## src/rtl/smm_pkg.sv

```systemverilog
package smm_pkg;

  localparam int MAX_SIZE_DEF = 8;
  localparam int SIZE_W       = 4;
  localparam int IDX_W        = 3;
  localparam int DATA_W       = 32;
  localparam int PROD_W       = 2 * SIZE_W;
  localparam int JOB_DEPTH    = 2;
  localparam int RES_DEPTH    = 4;

  localparam logic [SIZE_W-1:0] SIZE_RESET = SIZE_W'(8);

  // One bank of a store holds max_size * max_size words.
  function automatic int addr_w(input int max_size);
    return (max_size > 1) ? $clog2(max_size * max_size) : 1;
  endfunction

  typedef struct packed {
    logic              bank;
    logic [SIZE_W-1:0] size;
  } job_t;

  typedef struct packed {
    logic              valid;
    logic              bank;
  } bank_free_t;

  typedef struct packed {
    logic [DATA_W-1:0] product;
    logic [IDX_W-1:0]  row;
    logic [IDX_W-1:0]  col;
    logic              last;
  } result_t;

  typedef enum logic {
    BK_IDLE,
    BK_RUN
  } back_state_t;

endpackage

```

## src/rtl/smm_fifo.sv

```systemverilog
module smm_fifo
  import smm_pkg::*;
#(
  parameter int W     = 8,
  parameter int DEPTH = 2
) (
  input  logic         clk,
  input  logic         rst,
  input  logic         push,
  input  logic [W-1:0] wr_data,
  output logic         full,
  input  logic         pop,
  output logic [W-1:0] rd_data,
  output logic         empty
);

  localparam int PW  = (DEPTH > 1) ? $clog2(DEPTH) : 1;
  localparam int CNW = $clog2(DEPTH + 1);

  logic [W-1:0]   slots [DEPTH];
  logic [PW-1:0]  wp;
  logic [PW-1:0]  rp;
  logic [CNW-1:0] count;
  logic           push_ok;
  logic           pop_ok;

  assign full    = (count == CNW'(DEPTH));
  assign empty   = (count == '0);
  assign push_ok = push & ~full;
  assign pop_ok  = pop & ~empty;
  assign rd_data = slots[rp];

  always_ff @(posedge clk) begin
    if (push_ok) begin
      slots[wp] <= wr_data;
    end
  end

  always_ff @(posedge clk) begin
    if (rst) begin
      wp    <= '0;
      rp    <= '0;
      count <= '0;
    end else begin
      if (push_ok) begin
        wp <= (wp == PW'(DEPTH - 1)) ? '0 : wp + PW'(1);
      end
      if (pop_ok) begin
        rp <= (rp == PW'(DEPTH - 1)) ? '0 : rp + PW'(1);
      end
      unique case ({push_ok, pop_ok})
        2'b10:   count <= count + CNW'(1);
        2'b01:   count <= count - CNW'(1);
        default: count <= count;
      endcase
    end
  end

endmodule

```

## config.mk

```make
export PLATFORM = sky130hd
export DESIGN_NAME = smm_fifo
export DESIGN_NICKNAME = d
export VERILOG_FILES = /design/src/rtl/smm_pkg.sv /design/src/rtl/smm_fifo.sv
export SDC_FILE = /design/constraint.sdc
export NUM_CORES = 1
export LEC_CHECK = 0
export BUFFER_PORTS_ARGS = -buffer_cell sky130_fd_sc_hd__buf_2
export CELL_PAD_IN_SITES_DETAIL_PLACEMENT = 1
export CELL_PAD_IN_SITES_GLOBAL_PLACEMENT = 1
export CORE_MARGIN = 4
export CORE_UTILIZATION = 39
export CTS_CLUSTER_DIAMETER = 200
export DETAILED_ROUTE_END_ITERATION = 10
export GPL_ROUTABILITY_DRIVEN = 0
export GPL_TIMING_DRIVEN = 0
export PLACE_DENSITY = 0.78
export SYNTH_ARGS = -nofsm -noshare
export SYNTH_HDL_FRONTEND = slang
export SYNTH_SLANG_ARGS = --single-unit
```

## constraint.sdc

```tcl
create_clock -name clk -period 1.6 [get_ports clk]
set_input_delay 0.4 -clock clk [delete_from_list [all_inputs] [get_ports clk]]
set_output_delay 0.4 -clock clk [all_outputs]
set_load 0.02 [all_outputs]
```

# After elaboration in Yosys (flattened, before gate mapping)
# Memories as Yosys holds them, arrays and structs flattened. A register that Yosys moved wholly into a read port is not among the register bits.
# Index checks and enable logic that the tools add are counted.
# op_classes
n_addsub	4
n_eq_ne	3
n_mux	7
bitwise_logic	4
reduce_logical	2
# ops
op	n
$mux 1	6
$eq 2x2->1 const B	2
$pmux 2 s2	1
$add 1x1->1 const B	2
$add 2x1->2 const B	1
$and 1x1->1	2
$eq 2x1->1 const B	1
$logic_not 2->1	1
$not 1->1	2
$reduce_bool 2->1	1
$sub 2x1->2 const B	1
# word_totals
register_bits	4
ram_bits	16
output_inout_bits	10
word_cells	24
mem_count	1
# mem_list
name	depth	width	read_ports	rd_ports_with_merged_regs	wr	line	rtl
slots	2	8	1	1	1	smm_fifo.sv:20	logic [W-1:0] slots [DEPTH];

# Depth between registers and ports, before layout
# depth
depth_word	5
depth_mapped	6

# Worst setup path before layout
# Ideal clock, no wire load.
# synth_timing
path_kind	reg2reg
startpoint	register count[0]
endpoint	memory slots[0][0] (enable)
setup_time_ns	0.324
arrival_ns	1.120
required_time_ns	1.276
slack_ns	0.156
stages_incl_launch_ff	5
n_path_buf	0
synth_period_minus_slack_ns	1.444
cell_sequence	dfxtp_1 nand2b_2 inv_2 or3_1 inv_1
# synth_between
elab_chain_cells	5
# synth_lines
item	line	rtl
start, declared	smm_fifo.sv:23	logic [CNW-1:0] count;
start signal, assigned	smm_fifo.sv:52	2'b10: count <= count + CNW'(1);
start signal, assigned	smm_fifo.sv:53	2'b01: count <= count - CNW'(1);
start signal, assigned	smm_fifo.sv:54	default: count <= count;
$eq 2x2->1	smm_fifo.sv:27	assign full = (count == CNW'(DEPTH));
net full	smm_fifo.sv:11	output logic full,
$not 1->1	smm_fifo.sv:29	assign push_ok = push & ~full;
$and 1x1->1	smm_fifo.sv:29	
$mux 1	smm_fifo.sv:34	if (push_ok) begin
$mux 1 (implied by the code)	smm_fifo.sv:35	slots[wp] <= wr_data;
end, declared	smm_fifo.sv:20	
# The timed path passes the listed nets, and every way through them passes these cells.

==> qor.yml <==
status: "finished with violations"
violations: "negative setup slack"
viasPerCell: 4.65
synth-seq-cells: 21
h-tree-depth: 1
top_layer: "met4"
avgRoutedWirePerCell_um: 14.1
fillers: 204
cts.clk_slew.worst_paths_ns: 0.10
antenna_found_initial: 0
num_antenna_cells: 0
clockRootBuffer: "clkbuf_4"
worst_pin_slew_ns: 0.385
cts_setup_buffers: 0
antenna_left: 0
skew_ns: 0.00192
crit_slowest_cell: "dfxtp_4"
dpl.cell_count: 99
crit_fanout: 8
fmax_ghz: 0.624
period_needed_ns: 1.60
routed-wl-met2_um: 807
dieArea_um2: 2830
synth_top_area_frac: 0.602
dr_wl_met3_um: 102
die_w_um: 53.2
cts_buffer_depth: 2
power_density_nw_per_um2: 1660
die_h_um: 53.2
final_cells: 102
grt_pass1_wl_mm: 2.33
cp.required_ns: 1.20
multiInputGateArea_um2: 233
yosysSeqAreaShare: 0.727
clock-sinks: 21
drv_slew: 0
syn_inst: 51
syn_nets: 64
cts_tree: "yes"
place_hpwl_mm: 1.06
totalWireLength_mm: 1.44
slew_headroom: 0.743
synthDistinctLibCells: 17
ir_drop_uv: 954
cp_top_family: "flip-flops"
grt_pass1_vias: 552
clk_latency_ns: 0.29
drt_first_pass_iters: 4
route.detailed.drc: 0
worst_slack_ns: -0.00217
synth.area.top_cells: "edfxtp_1, dfxtp_1, mux2_2, xnor2_1, nor2_1"
rsz0062_at_grt: "true"
synthesis.area_um2: 798
grt_max_degree: 12
rows: 16
port_buffers: 21
wl_met1_um: 493
cap_violations: 0
regArea_um2: 589
overflow: 0
finalHoldViolations: 0
vias: 474
drtIter0Drc: 2
path_buf_inv: 1
crit_type: "reg2out"
leakage_uw: 0.000429
cts_buffers: 3
fin_crit_sh: 1.00
crit_chain: "mux2_4 > buf_6"
core-area_um2: 1960
hold_class: "in2reg"
grt.total_usage: 0.124
initial_core_util: 0.407
yosys_warnings: 0
cp_data_arrival_time_ns: 1.20
setup_viol: 2
synth.avg_cell_area_um2: 15.7
synth_top_area_cell: "edfxtp_1"
startpoint_type: "register"
max_stage_delay_ns: 0.45
syn_to_final_growth_pct: 31.3
cts_hold_buf: 0
io_pins: 22
drive_gt1_frac: 0.493
crit_path_end_kind: "output port"
nets: 89
utilization: 0.534
## what timing repair did
item                       in CTS  in global routing
gates resized for setup        26                  3
setup endpoints to repair       8                 17
gates cloned                    0                  0
## path summary, 6_finish.rpt
path / slack [ns] / start / to / cells past startpoint
worst max-delay path: -0.002 / register / rd_data[2] / 2
worst min-delay path: 0.29 / wr_data[7] / slots[1][7] / 1
worst max register to register: 0.12 / count[1] / count[1] / 4
worst min register to register: 0.50 / wp / wp / 2
## cells by family after synthesis
kind of cell,after synthesis,synth area share
flip-flops,21,0.727
buffers and inverters,4,0.0188
AO/OA/AOI/OAI,5,0.0345
multiplexers,8,0.113
adder cells (fa/ha/maj),1,0.0157
XOR/XNOR,3,0.0329
AND/OR/NAND/NOR,9,0.0580
## synth_stat cells, drive strengths merged
cell type and count:
a21oi 2, and3 1, clkbuf 1, dfxtp 5
edfxtp 16, ha 1, inv 3, mux2 8
nand2 1, nand2b 1, nor2 4, o21a 1
o21ai 2, or3 2, xnor2 2, xor2 1
## state kept, by name (all words and copies together) (netlist names), named ones only
name	flops
count	2
rp	1
slots	16
wp	1
## cell usage in the layout, fill, tap and decap left out, drive strengths merged
cell / Yosys / routed
xnor2: 2 / 2
xor2: 1 / 1
buf: 0 / 21
and3: 1 / 1
a21oi: 2 / 2
edfxtp: 16 / 16
clkbuf: 1 / 4
nand2: 1 / 1
or3: 2 / 2
mux2: 8 / 8
dfxtp: 5 / 5
nand2b: 1 / 1
o21ai: 2 / 2
inv: 3 / 3
o21a: 1 / 1
nor2: 4 / 4
ha: 1 / 1
## report_power, final
part           switching, µW  internal [µW]  total [µW]
combinational            324            365         689
sequential              96.9            720         817
clock                    138           97.0         235
total                    559           1180        1740
## metrics by stage
stage | total power, µW | setup slack (ns) | hold slack, ns | instance area, µm² | TNS, ns
after floorplan | 1180 | 0.156 | 0.452 | 798 | 0
after global placement | 1330 | 0.00772 | 0.468 | 937 | 0
after detailed placement | 1360 | -0.0223 | 0.500 | 937 | -0.0963
after CTS | 1750 | -0.0153 | 0.289 | 1040 | -0.0829
after global routing | 1850 | -0.0645 | 0.267 | 1050 | -0.465
final | 1740 | -0.00217 | 0.291 | 1050 | -0.00267
## per-layer routing
layer / track usage / up-vias
met3: 0.0507 / 5
met5: 0 / -
met4: 0.0766 / 0
met1: 0.107 / 222
li1: - / 230
met2: 0.229 / 17
## area by class of cell
type,instances,area share
sequential,21,0.562
inverter,3,0.0107
multi-input combinational,26,0.222
timing repair buffer,21,0.148
clock buffer,4,0.0251
tap,27,0.0322
(Power assumes the default switching activity.)
