--- config.mk ---
export PLATFORM = sky130hd
export DESIGN_NAME = smm_front
export DESIGN_NICKNAME = d
export VERILOG_FILES = /design/src/rtl/smm_pkg.sv /design/src/rtl/smm_front.sv
export SDC_FILE = /design/constraint.sdc
export NUM_CORES = 1
export LEC_CHECK = 0
export BUFFER_PORTS_ARGS = -buffer_cell sky130_fd_sc_hd__buf_2
export CAP_MARGIN = 15
export CORE_ASPECT_RATIO = 0.75
export CORE_MARGIN = 10
export CORE_UTILIZATION = 25
export CTS_BUF_LIST = sky130_fd_sc_hd__clkbuf_4
export DETAILED_ROUTE_END_ITERATION = 7
export PLACE_DENSITY = 0.65
export SETUP_SLACK_MARGIN = 0.4
export SLEW_MARGIN = 25
export SYNTH_ARGS = -nofsm -noshare
export SYNTH_HDL_FRONTEND = slang
export SYNTH_SLANG_ARGS = --single-unit
--- constraint.sdc ---
create_clock -name clk -period 7.74 [get_ports clk]
set_input_delay 1.161 -clock clk [delete_from_list [all_inputs] [get_ports clk]]
set_output_delay 1.161 -clock clk [all_outputs]
set_load 0.02 [all_outputs]
--- src/rtl/smm_pkg.sv ---
package smm_pkg;

  localparam int MAX_SIZE_DEF = 8;
  localparam int SIZE_W       = 4;
  localparam int IDX_W        = 3;
  localparam int DATA_W       = 32;
  localparam int PROD_W       = 2 * SIZE_W;
  localparam int JOB_DEPTH    = 2;
  localparam int RES_DEPTH    = 4;

  localparam logic [SIZE_W-1:0] SIZE_RESET = SIZE_W'(8);

  // One bank of a store holds max_size * max_size words.
  function automatic int addr_w(input int max_size);
    return (max_size > 1) ? $clog2(max_size * max_size) : 1;
  endfunction

  typedef struct packed {
    logic              bank;
    logic [SIZE_W-1:0] size;
  } job_t;

  typedef struct packed {
    logic              valid;
    logic              bank;
  } bank_free_t;

  typedef struct packed {
    logic [DATA_W-1:0] product;
    logic [IDX_W-1:0]  row;
    logic [IDX_W-1:0]  col;
    logic              last;
  } result_t;

  typedef enum logic {
    BK_IDLE,
    BK_RUN
  } back_state_t;

endpackage

--- src/rtl/smm_front.sv ---
module smm_front
  import smm_pkg::*;
#(
  parameter int MAX_SIZE = MAX_SIZE_DEF
) (
  input  logic                     clk,
  input  logic                     rst,
  input  logic                     push,
  output logic                     full,
  input  logic [DATA_W-1:0]        a_element,
  input  logic [DATA_W-1:0]        b_element,
  input  logic [SIZE_W-1:0]        size,
  input  logic                     job_full,
  output logic                     job_push,
  output job_t                     job,
  input  bank_free_t               bank_free,
  output logic                     wr_en,
  output logic [addr_w(MAX_SIZE):0] wr_addr,
  output logic [DATA_W-1:0]        wr_a,
  output logic [DATA_W-1:0]        wr_b
);

  localparam int AW = addr_w(MAX_SIZE);
  localparam int CW = $clog2(MAX_SIZE * MAX_SIZE + 1);

  logic [CW-1:0]     load_count;
  logic [CW-1:0]     load_count_next;
  logic              wr_bank;
  logic [1:0]        bank_busy;
  logic [1:0]        bank_busy_next;
  logic              accept;
  logic              done;
  logic [PROD_W-1:0] total;
  logic [PROD_W-1:0] count_inc;

  assign total     = PROD_W'(size) * PROD_W'(size);
  assign count_inc = PROD_W'(load_count) + PROD_W'(1);
  assign done      = (count_inc >= total);

  // Hold off items if the job queue is full or the bank to fill is in use.
  assign full   = bank_busy[wr_bank] | job_full;
  assign accept = push & ~full;

  assign wr_en   = accept;
  assign wr_addr = {wr_bank, load_count[AW-1:0]};
  assign wr_a    = a_element;
  assign wr_b    = b_element;

  assign job_push = accept & done;
  assign job      = '{bank: wr_bank, size: size};

  assign load_count_next = done ? '0 : count_inc[CW-1:0];

  always_comb begin
    bank_busy_next = bank_busy;
    if (bank_free.valid) begin
      bank_busy_next[bank_free.bank] = 1'b0;
    end
    if (job_push) begin
      bank_busy_next[wr_bank] = 1'b1;
    end
  end

  always_ff @(posedge clk) begin
    if (rst) begin
      load_count <= '0;
      wr_bank    <= 1'b0;
      bank_busy  <= '0;
    end else begin
      if (accept) begin
        load_count <= load_count_next;
      end
      if (job_push) begin
        wr_bank <= ~wr_bank;
      end
      bank_busy <= bank_busy_next;
    end
  end

endmodule

; ---- After elaboration in Yosys (flattened, before gate mapping)
; Index checks and enable logic that the tools add are counted.
[totals]
reg_bits = 10
latch_bits = 0
ramBits = 0
rom_bits = 0
input_bits = 74
out_inout_bits = 79
word_cells = 29
memories = 0
[op_classes]
add_sub_neg = 1
multipliers = 1
div = 0
magnitude_cmp = 5
n_eq_ne = 0
n_shift = 0
mux = 9
n_bitwise = 8
n_reduce_logical = 2
[ops]
columns = operator, n
row1 = "adder 7 x 1 -> 8 bit, second input constant", 1
row2 = greater-or-equal comparator 8 bit, 1
row3 = multiplier 4 x 4 -> 8 bit, 1
row4 = 2-to-1 mux 7 bit, 1
row5 = "< comparator 1 x 2 -> 1 bit, second input constant", 2
row6 = 2-to-1 mux 1 bit, 4
row7 = 2-to-1 mux 2 bit, 2
row8 = AND 1 bit, 2
row9 = AND 2 bit, 1
row10 = demux 1 bit (select 1 bit), 2
row11 = "greater-or-equal comparator 1 bit, second input constant", 2
row12 = logical AND 1 bit, 2
row13 = NOT 1 bit, 2
row14 = NOT 2 bit, 1
row15 = OR 2 bit, 1
row16 = OR 1 bit, 1

; ---- Logic depth before layout (Yosys ltp)
[depth]
depth_word = 9
depth_mapped = 12
depth_no_buf = 11

; ---- Worst setup path before layout
; OpenSTA, ideal clock, no wires.
[synth_timing]
path_type = in2out
start = in size[0]
end = out job_push
t_arrival_ps = 3027
required_time_ps = 6579
path_slack_ps = 3552
path_stages = 10
path_buffers = 1
cell_sequence = and2_1 > ha_1 > a21o_1 > a21oi_1 > xnor2_1 > ha_1 > and4_1 > a211oi_2 > buf_4 > nor2_1
[synth_between]
elab_chain_len = 3
[synth_rtl]
columns = element, line
row1 = start: declaration, smm_front.sv:12  ; input logic [SIZE_W-1:0] size,
row2 = multiplier 4 x 4 -> 8 bit, smm_front.sv:36  ; assign total = PROD_W'(size) * PROD_W'(size);
row3 = greater-or-equal comparator 8 bit, smm_front.sv:38  ; assign done = (count_inc >= total);
row4 = AND 1 bit, smm_front.sv:49  ; assign job_push = accept & done;
row5 = end: declaration, smm_front.sv:14  ; output logic job_push,
; Every way passes these cells.

; ---- Worst setup path after layout
; Same ends and word-level chain as after synthesis.

==> key figures <==
Synth
  • Cell with the most instances after synthesis: buf_4
  • Post-Syn Area: 0.00139 sq mm
  • Netlist cell types: 32
  • Synth Register Bits: 10
  • Fraction of registers with async set/reset: 0
  • Predominant post-synthesis flop cell: dfxtp_1
  • Top cells by area, synth: buf_4 41%, dfxtp_1 14%, ha_1 9.9%
  • Post-synth EDFFs: 0
  • Mapped Cells: 169
  • Synth top cells by count: 77 x buf_4, 11 x ha_1, 10 x dfxtp_1, 10 x nand2_1
  • Top-area cell type share of the netlist area: 0.415
  • Mean area per synthesized cell: 8.25 sq um
  • Post-Syn Nets: 254
  • Part of the Yosys area used for sequential elements: 0.144
  • Yosys warns: 0
  • Area leader, netlist: buf_4

Timing
  • Setup TNS: 0 ns
  • Slew margin rel.: 0.549
  • Endpoints failing hold: 0
  • Final min period: 4.82 ns
  • Final worst path period share: 0.623
  • Layout Skew: 0.00603 ns
  • Maximum clock rate: 0.207 GHz
  • RSZ-0062 raised after global routing: false
  • Final setup vio count: 0
  • Worst-Margin Slew: 0.676 ns
  • Max-slew violations: 0
  • Hold slack: 0.525 ns

Power
  • Pwr per Cell Area: 112 mW/mm^2
  • Max IR drop VDD: 0.0266 mV
  • Clock power share: 0.298
  • Cell Int Power: 0.0000831 W
  • Combinational power share: 0.247
  • Sw Share: 0.298
  • Leak: 0.477 nW
  • Switching power: 0.0000353 W
  • Sequential power share: 0.455

CTS
  • Maximum buffer depth of the clock tree: 2
  • Post-CTS Hold Fix Bufs: 0
  • CTS tree: built
  • Reg clk slew, reported paths: 0.06 ns
  • Resized cells post-CTS: 0
  • H-tree depth: 1
  • Worst-Skew Late Latency: 0.26 ns
  • Clk sink count: 10
  • CTS Buf Count: 3
  • Setup bufs post-CTS: 0
  • Clock root buffer: clkbuf_4

Floorplan
  • Die H: 84.7 microns
  • IO Count: 153
  • Area of the die: 0.00899 sq mm
  • Core box area: 0.00538 sq mm
  • Die Wd: 106 microns
  • Row Count: 23
  • Starting Density: 0.259

Worst hold path
  • Hold endpoint: load_count[6]
  • HP Start: load_count[6]
  • Worst Hold Class: register to register
  • Hold depth: 1

GRT
  • Tot GR Track Use: 0.0467
  • Initial antenna violation count: 0
  • Global route overflow: 0
  • First-pass GRT wire length: 3.42 mm
  • Vias in the first global route: 769
  • Largest net degree at the start of global routing: 12

Setup path
  • Worst Path Required: 6.58 ns
  • CP endpoint kind: output port
  • Reg2Reg Depth: 9
  • Crit path DAT: 3.66 ns
  • R2R Setup Slk: 4.98 ns
  • Critical path peak fanout: 11
  • Worst R2R Start: load_count[0]
  • Startpoint class of the critical path: input port
  • Worst r2r dst: load_count[2]
  • Worst setup path class: input port to output port

Finish
  • Layout area overhead: -24.2%
  • Layout Utilization: 0.196
  • # fillers: 597
  • Number of diodes: 0
  • Ratio of cells with drive above 1 in the final layout: 0.292
  • Fin nets: 206
  • Final Non-Filler Cells: 195

Route
  • DRC viols: 0
  • Via density: 4.05
  • Final WL: 2.09 mm
  • Vias post-DR: 789
  • DR iter-0 viols: 11
  • Routed Antenna Nets: 0
  • WL/cell: 10.7 microns
  • Drt pass-1 iters: 3

Placed design
  • Dpl hpwl: 1.78 mm
  • Placed cell count: 191
  • IO Port Bufs: 24
  • RD Place Congestion: 0.725

Run status
  • Outcome: finished, final reports clean

Run
  • Max Cap Viol: 0
-- placed cells by master (no fill, tap or decap), types with 2 or more instances in the layout --
| cell | netlist | layout |
|---|---|---|
| ha_1 | 11 | 11 |
| clkbuf_4 | 0 | 3 |
| xor2_1 | 3 | 3 |
| inv_1 | 5 | 5 |
| a31oi_1 | 2 | 2 |
| dfxtp_1 | 10 | 10 |
| buf_2 | 0 | 24 |
| nand2b_1 | 2 | 2 |
| nand3_1 | 4 | 4 |
| and2_1 | 5 | 5 |
| nor2_2 | 2 | 2 |
| and3_1 | 2 | 2 |
| o21ai_0 | 3 | 3 |
| xnor2_1 | 5 | 5 |
| nor2_1 | 4 | 4 |
| a32o_1 | 4 | 4 |
| nand2_1 | 10 | 10 |
| o21ai_1 | 2 | 2 |
| a21oi_1 | 4 | 4 |
-- flip-flops by register name (all words and copies together), names as in the netlist --
name / cells
bank_busy: 2
load_count: 7
wr_bank: 1
-- critical path, stage by stage --
cell      delay (ns)
buf_2           0.13
and2_1          0.16
ha_1            0.31
a21o_1          0.17
a21oi_1         0.18
xnor2_1         0.15
ha_1            0.27
and4_1          0.22
a211oi_2        0.61
nor2_1          0.11
buf_2           0.19
-- cells by family after synthesis --
group | count (synthesis) | synth area share
compound gates | 21 | 0.114
fa+ha+maj | 11 | 0.0987
mux | 1 | 0.0162
xor+xnor | 8 | 0.0503
flops | 10 | 0.144
buf+inv | 82 | 0.428
simple gates | 36 | 0.149
-- power by group through the flow --
stage	Combinational, W	Sequential (W)	Clock (W)
finish	0.0000292	0.0000539	0.0000353
global route	0.0000329	0.0000541	0.0000396
CTS	0.0000298	0.0000539	0.0000373
detailed placement	0.0000298	0.0000551	0
global placement	0.0000288	0.0000551	0
floorplan	0.0000711	0.0000547	0
-- how the worst max path moves through the flow --
stage	start	endpoint	slack [ns]
2_1_floorplan	size[0]	job_push	3.55
3_3_place_gp	size[0]	job_push	3.01
3_5_place_dp	size[0]	job_push	2.91
4_1_cts	size[0]	job_push	2.92
5_1_grt	size[0]	job_push	2.72
6_report	size[0]	job_push	2.92
-- layout make-up --
class	count	area (sq um)	share of cell area
clock buffers	3	22.5	0.0213
clock inverters	1	3.75	0.00355
inverters	5	18.8	0.0178
multi-input cells	77	597	0.565
flip-flops and latches	10	200	0.190
well taps	75	93.8	0.0889
repair buffers	24	120	0.114
-- metal layers --
metal / GRT usage / wire, microns / vias up
li1: - / - / 392
met1: 0.0436 / 833 / 369
met2: 0.0802 / 1070 / 22
met3: 0.0267 / 146 / 6
met4: 0.0245 / 42 / 0
met5: 0 / 0 / -
-- metrics by stage --
stage	setup slack, ns	power [W]	instance area [sq um]
finish	2.92	0.000118	1060
global route	2.72	0.000127	1060
CTS	2.92	0.000121	1060
detailed placement	2.91	0.0000849	1030
global placement	3.01	0.0000840	1030
floorplan	3.55	0.000126	1390
Power figures use the tool's default switching activity.
